$ cat src/hw/rtl/tpi_sqrt.sv
// tpi_sqrt: pipelined integer square root, one result bit per stage
// generic; sideband type given by the instantiating module
`timescale 1ns / 1ps
module tpi_sqrt #(
   parameter int ROOT_W = 24,
   parameter type side_type = logic
) (
   input  logic                clock,
   input  logic                reset,
   input  logic                advance,
   input  logic                in_valid,
   input  logic [2*ROOT_W-1:0] in_value,
   input  side_type            in_side,
   output logic                out_valid,
   output logic [ROOT_W-1:0]   out_root,
   output side_type            out_side
);
   localparam int VAL_W = 2 * ROOT_W;
   localparam int REM_W = ROOT_W + 3;

   logic              valid_ff [ROOT_W];
   logic [REM_W-1:0]  rem_ff   [ROOT_W];
   logic [ROOT_W-1:0] root_ff  [ROOT_W];
   logic [VAL_W-1:0]  val_ff   [ROOT_W];
   side_type          side_ff  [ROOT_W];

   logic              src_valid [ROOT_W];
   logic [REM_W-1:0]  src_rem   [ROOT_W];
   logic [ROOT_W-1:0] src_root  [ROOT_W];
   logic [VAL_W-1:0]  src_val   [ROOT_W];
   side_type          src_side  [ROOT_W];

   logic [REM_W-1:0]  rem_in  [ROOT_W];
   logic [ROOT_W-1:0] root_in [ROOT_W];
   logic [VAL_W-1:0]  val_in  [ROOT_W];

   for (genvar k = 0; k < ROOT_W; k++) begin : g_stage
      logic [REM_W-1:0] rem_t;
      logic [REM_W-1:0] trial;
      logic             ge;

      if (k == 0) begin : g_first
         assign src_valid[k] = in_valid;
         assign src_rem[k]   = '0;
         assign src_root[k]  = '0;
         assign src_val[k]   = in_value;
         assign src_side[k]  = in_side;
      end else begin : g_next
         assign src_valid[k] = valid_ff[k-1];
         assign src_rem[k]   = rem_ff[k-1];
         assign src_root[k]  = root_ff[k-1];
         assign src_val[k]   = val_ff[k-1];
         assign src_side[k]  = side_ff[k-1];
      end

      always_comb begin
         rem_t      = {src_rem[k][REM_W-3:0], src_val[k][VAL_W-1 -: 2]};
         trial      = {1'b0, src_root[k], 2'b01};
         ge         = (rem_t >= trial);
         rem_in[k]  = ge ? (rem_t - trial) : rem_t;
         root_in[k] = {src_root[k][ROOT_W-2:0], ge};
         val_in[k]  = {src_val[k][VAL_W-3:0], 2'b00};
      end

      always_ff @(posedge clock) begin
         if (reset) begin
            valid_ff[k] <= 1'b0;
         end else if (advance) begin
            valid_ff[k] <= src_valid[k];
         end
      end

      always_ff @(posedge clock) begin
         if (advance) begin
            rem_ff[k]  <= rem_in[k];
            root_ff[k] <= root_in[k];
            val_ff[k]  <= val_in[k];
            side_ff[k] <= src_side[k];
         end
      end
   end

   assign out_valid = valid_ff[ROOT_W-1];
   assign out_root  = root_ff[ROOT_W-1];
   assign out_side  = side_ff[ROOT_W-1];

endmodule

$ cat config.mk
export PLATFORM = sky130hd
export DESIGN_NAME = tpi_sqrt
export DESIGN_NICKNAME = d
export VERILOG_FILES = /design/src/hw/rtl/tpi_sqrt.sv
export SDC_FILE = /design/constraint.sdc
export NUM_CORES = 2
export LEC_CHECK = 0
export BUFFER_PORTS_ARGS = -buffer_cell sky130_fd_sc_hd__buf_2
export CORE_ASPECT_RATIO = 1.25
export CORE_MARGIN = 3
export CORE_UTILIZATION = 40
export CTS_CLUSTER_DIAMETER = 40
export DETAILED_ROUTE_END_ITERATION = 6
export HOLD_SLACK_MARGIN = 0.02
export PLACE_DENSITY = 0.59
export SLEW_MARGIN = 0
export SYNTH_ARGS = -nofsm -noshare
export SYNTH_HDL_FRONTEND = slang
export SYNTH_SLANG_ARGS = --single-unit
$ cat constraint.sdc
create_clock -name clock -period 3 [get_ports clock]
set_clock_uncertainty 0.05 [all_clocks]
set_input_delay 0.15 -clock clock [delete_from_list [all_inputs] [get_ports clock]]
set_output_delay 0.15 -clock clock [all_outputs]
set_load 0.01 [all_outputs]
After elaboration in Yosys (flattened, before gate mapping)
Memories as Yosys holds them, arrays and structs flattened.
Cells that the tools add are included.
Widths: inputs -> output; s select.
{"block": "totals", "ff_bits": 0, "ramBits": 2376, "inputBits": 53, "wordCells": 131, "mem_count": 5}
{"block": "op_classes", "n_addsub": 24, "n_lt_le_gt_ge": 24, "n_mux": 54, "bitwise_logic": 24}
{"memory": "val_ff", "depth": 24, "width": 46, "read_ports": 23, "rd_ports_with_merged_regs": 0, "wr": 24, "line": "24", "source": "logic [VAL_W-1:0] val_ff [ROOT_W];"}
{"memory": "rem_ff", "depth": 24, "width": 27, "read_ports": 23, "rd_ports_with_merged_regs": 0, "wr": 24, "line": "22", "source": "logic [REM_W-1:0] rem_ff [ROOT_W];"}
{"memory": "root_ff", "depth": 24, "width": 24, "read_ports": 24, "rd_ports_with_merged_regs": 0, "wr": 24, "line": "23", "source": "logic [ROOT_W-1:0] root_ff [ROOT_W];"}
{"memory": "side_ff", "depth": 24, "width": 1, "read_ports": 24, "rd_ports_with_merged_regs": 0, "wr": 24, "line": "25", "source": "side_type side_ff [ROOT_W];"}
{"memory": "valid_ff", "depth": 24, "width": 1, "read_ports": 24, "rd_ports_with_merged_regs": 0, "wr": 24, "line": "21", "source": "logic valid_ff [ROOT_W];"}
{"cell": "$mux 27", "count": 24}
{"cell": "$ge 27x26->1", "count": 23}
{"cell": "$sub 27x26->27", "count": 23}
{"cell": "$mux 1", "count": 30}
{"cell": "$or 1x1->1", "count": 24}
{"cell": "$sub 2x1->3 const B", "count": 1}
{"cell": "$ge 2x1->1 const B", "count": 1}

Depth between registers and ports, before layout
{"block": "depth", "ltp_word": 4, "depth_mapped": 14}

Least setup slack after synthesis
Ideal clock, no wire load.
{"block": "synth_timing", "path_type": "reg2reg", "start": "memory rem_ff[2][139] (netlist bit)", "end": "memory rem_ff[2][178] (netlist bit), data pin", "setup_time_ns": 0.260, "arrival_time_ns": 2.786, "required_time_ns": 2.690, "slack_ns": -0.096, "stages_incl_launch_ff": 12, "n_path_buf": 1, "period_less_slack_ns": 3.096, "path_cell_list": "edfxtp_1 ha_1 and3_1 and2_1 a221o_1 a21o_1 a41oi_1 o21ai_1 a211oi_2 inv_2 buf_2 mux2_2"}
{"element": "from (decl)", "line": "22"}

==> results by stage <==
Final layout:
- The top cell types in the final layout, fill and taps aside, are edfxtp_1, inv_1, buf_4.
- The library cell used most frequently in the layout, excluding fill and tap cells, is edfxtp_1.
- In the final design database the tool counted 6,065 nets.
- In the final layout, the share of cells above drive strength 1 is 0.185.
- From synthesis to final layout, the design area changed by 21.8%.
- At the end of the flow the core is filled with cells to 0.492.

GRT:
- The first global-routing pass estimated 214 mm of wire.
- The pin count of the biggest net entering global routing is 122.
- The aggregate global-route resource usage is 0.156.
- The number of antenna violations at the first check in global routing is 1.
- After global routing, the most crowded layer is met2.
- The met3 usage in global routing is 0.0262.
- For this run the aggregate overflow at the end of global routing stands at 0.
- For this run, global-route usage on met1 was measured as 0.180.
- For this run, global-route usage on met2 was measured as 0.288.
- The via count of the first global-routing pass came to 41.3k.

STA:
- The worst path in the final design needs a cycle of 3.03 ns, including I/O delays and setup.
- The max-slew violation count is 0.
- Setup repair after global routing could not meet its margin everywhere.
- The relative slew slack is 0.540.
- Timing would allow up to 0.331 GHz.
- The slew of the pin with the lowest slew margin is 0.690 ns.
- The total negative setup slack is -0.152 ns.
- The number of failing setup endpoints in the final timing report is 18.
- The final hold violation count was 0.
- In the finished design, the share of the clock period the worst path needs comes to 1.01.
- Across all setup checks in the final design, the least slack found is -0.0255 ns.
- The worst hold slack across all endpoints is 0.0761 ns.

Synth:
- The share of flip-flops with an asynchronous set or reset is 0.
- The flip-flop and latch count after synthesis is 1,442.
- By area the synthesized netlist is led by edfxtp_1, ha_1, xnor2_1.
- The area fraction of the dominant cell type after synthesis is 0.652.
- The dominant synthesized flop cell is edfxtp_1.
- Of all cell types, the one taking the most synthesized area is edfxtp_1.
- The share of synthesized area occupied by flip-flops and latches is 0.652.
- The post-synth design cell area is 0.0665 mm2.
- The number of enable flip-flop cells after synthesis is 1,442.
- Averaged over all synthesized cells, the footprint is 13.3 um2.
- The netlist uses 98 different library cells.
- Synthesis produced a netlist with a net count of 5,387.
- The number of instances in the synthesized netlist is 5,009.
- During synthesis, Yosys emitted a total of 0 warnings.

Power and ir drop:
- The maximum ir drop on the vdd rail is 682 uV.
- The leakage power is 31.2 nW.
- After layout, the design draws a total of 60.2 mW.
- The total power per unit cell area is 744 mW/mm2.

Place:
- In this run the tool buffered the top-level ports with 78 buffer cells.
- The worst slack at placement is -0.172 ns.
- The routability congestion estimate is 0.869.
- The estimated wirelength of the detail-placed design is 96.1 mm.

Clock tree:
- TritonCTS built the clock tree.
- Clock-pin slew was measured on the worst setup and hold paths at 0.06 ns.
- Counting the buffers created by CTS gives 186.
- The number of clock sinks is 1,442.
- In this run the clock root is driven by a clkbuf_16.
- The buffer depth of the longest clock path is 3.
- For the worst-skew pair, the clock arrives at the later sink with an insertion delay of 0.80 ns.
- The H-tree generated during clock tree synthesis spans 4 levels.

Job:
- The max-capacitance violation count is 0.

Route:
- The final route contains 40.7k vias.
- The final layout contains routed wiring with a total length of 134 mm.
- In the routed design, unresolved DRC markers number 0.
- Once detail routing completed, the nets flagged for antenna violations numbered 0.
- Dividing the detail-routed wire length by the instance count gives 16.7 um.
- Using the TritonRoute via totals, the vias-per-cell ratio works out to 5.07.
- The starting DRC count in detailed routing is 2,353.
- The pre-antenna-repair detailed-routing pass consisted of 5 iterations.

Floorplanning:
- The area of the die is 0.171 mm2.
- The starting density of the core is 0.404.
- In this run the count of I/O pins placed on the die edge is 79.
- The height of the die is 462 um.
- The horizontal die dimension is 371 um.
- Row generation in the floorplan step produced 166 rows.
- The core area is 0.164 mm2.

Status:
- The run finished, with violations left.
- The checks that failed: negative setup slack.

Setup path:
- The worst path required time is 3.50 ns.
- The kind of end point of the critical path is a register.
- The startpoint type of the worst setup path is a register.
- Of all nets on the critical path, the largest fanout is 4.
- For the worst setup path, the data arrival time is 3.53 ns.
- The setup path with the least slack is of type register to register.

Min path:
- The min-delay analysis places its worst path in the category input pin to register.
[critical path, cell delays in order (launching register included)]
cell and delay (ns):
edfxtp_1 0.38, or4_4 0.56, or4b_4 0.54, o31ai_4 0.27
nor4_4 0.09, buf_4 0.16, nor3b_4 0.30, buf_4 0.19
nand3b_1 0.09, xnor2_1 0.14
[final timing paths]
check        slack, ns                        to  depth (start not counted)                     from
min reg2reg       0.34  val_ff[0][110]$_DFFE_PP_                          0  val_ff[0][62]$_DFFE_PP_
min               0.08   val_ff[0][30]$_DFFE_PP_                          2             in_value[30]
max              -0.03   rem_ff[0][89]$_DFFE_PP_                          9  rem_ff[0][59]$_DFFE_PP_
max reg2reg      -0.03   rem_ff[0][89]$_DFFE_PP_                          9  rem_ff[0][59]$_DFFE_PP_
[sequential cells by signal, summed over array words and instances (netlist names)]
signal    cells
side_ff      24
root_ff     300
valid_ff     24
rem_ff      542
val_ff      552
[power by group]
group          switching [mW]  internal [mW]  leakage (nW)  total (mW)
clock                    9.06           13.2          3.07        22.3
combinational            5.95           5.29          14.3        11.2
sequential               1.47           25.2          13.9        26.7
[stage by stage]
stage          std cells  cell area, um2
5_1_grt             8031           80900
3_5_place_dp        7530           72100
2_1_floorplan       5009           66500
3_3_place_gp        7530           72100
6_report            8031           80900
4_1_cts             7983           79700
[timing repair]
item | CTS | global route
gates resized for setup | 27 | 200
endpoints found under the hold margin | 363 | 0
buffers inserted | 5 | 45
setup endpoints to repair | 66 | 360
cloned | 1 | 3
pin swaps | 8 | 41
hold buffers | 100 | 0
[Yosys cell counts, types with 66 or more instances]
cell	number
a21o_1	94
a21oi_1	304
edfxtp_1	1442
ha_1	325
inv_1	403
mux2_2	66
nand2_1	279
nand3_1	76
nor2_1	316
nor3_1	130
o21a_1	82
o21ai_0	229
xnor2_1	232
xor2_1	195
[metal layers]
layer  vias up  routed length (um)
li1      20094                   -
met1     19720               54500
met2       641               71400
met3       269                4320
met4         0                4220
met5         -                   0
[cells by family (layout without fill, tap and decap cells)]
| kind of cell | Yosys count | count (layout) | synth area share |
|---|---|---|---|
| compound gates | 981 | 981 | 0.0930 |
| xor+xnor | 427 | 427 | 0.0563 |
| fa+ha+maj | 325 | 325 | 0.0612 |
| buf+inv | 492 | 1329 | 0.0284 |
| flops | 1442 | 1442 | 0.652 |
| mux | 74 | 74 | 0.0124 |
| other cells | 1 | 2 | 0.0000564 |
| simple gates | 1267 | 1267 | 0.0971 |
[layout make-up]
cell class | count | area (um2)
repair buffers | 575 | 4760
clock inverters | 143 | 1640
clock buffers | 204 | 4740
multi-input cells | 3075 | 22200
diodes | 1 | 2.50
inverters | 407 | 1540
flip-flops and latches | 1442 | 43300
well taps | 2184 | 2730
fillers | 14364 | 83600
Note: power is estimated with default switching activity, not from simulation.
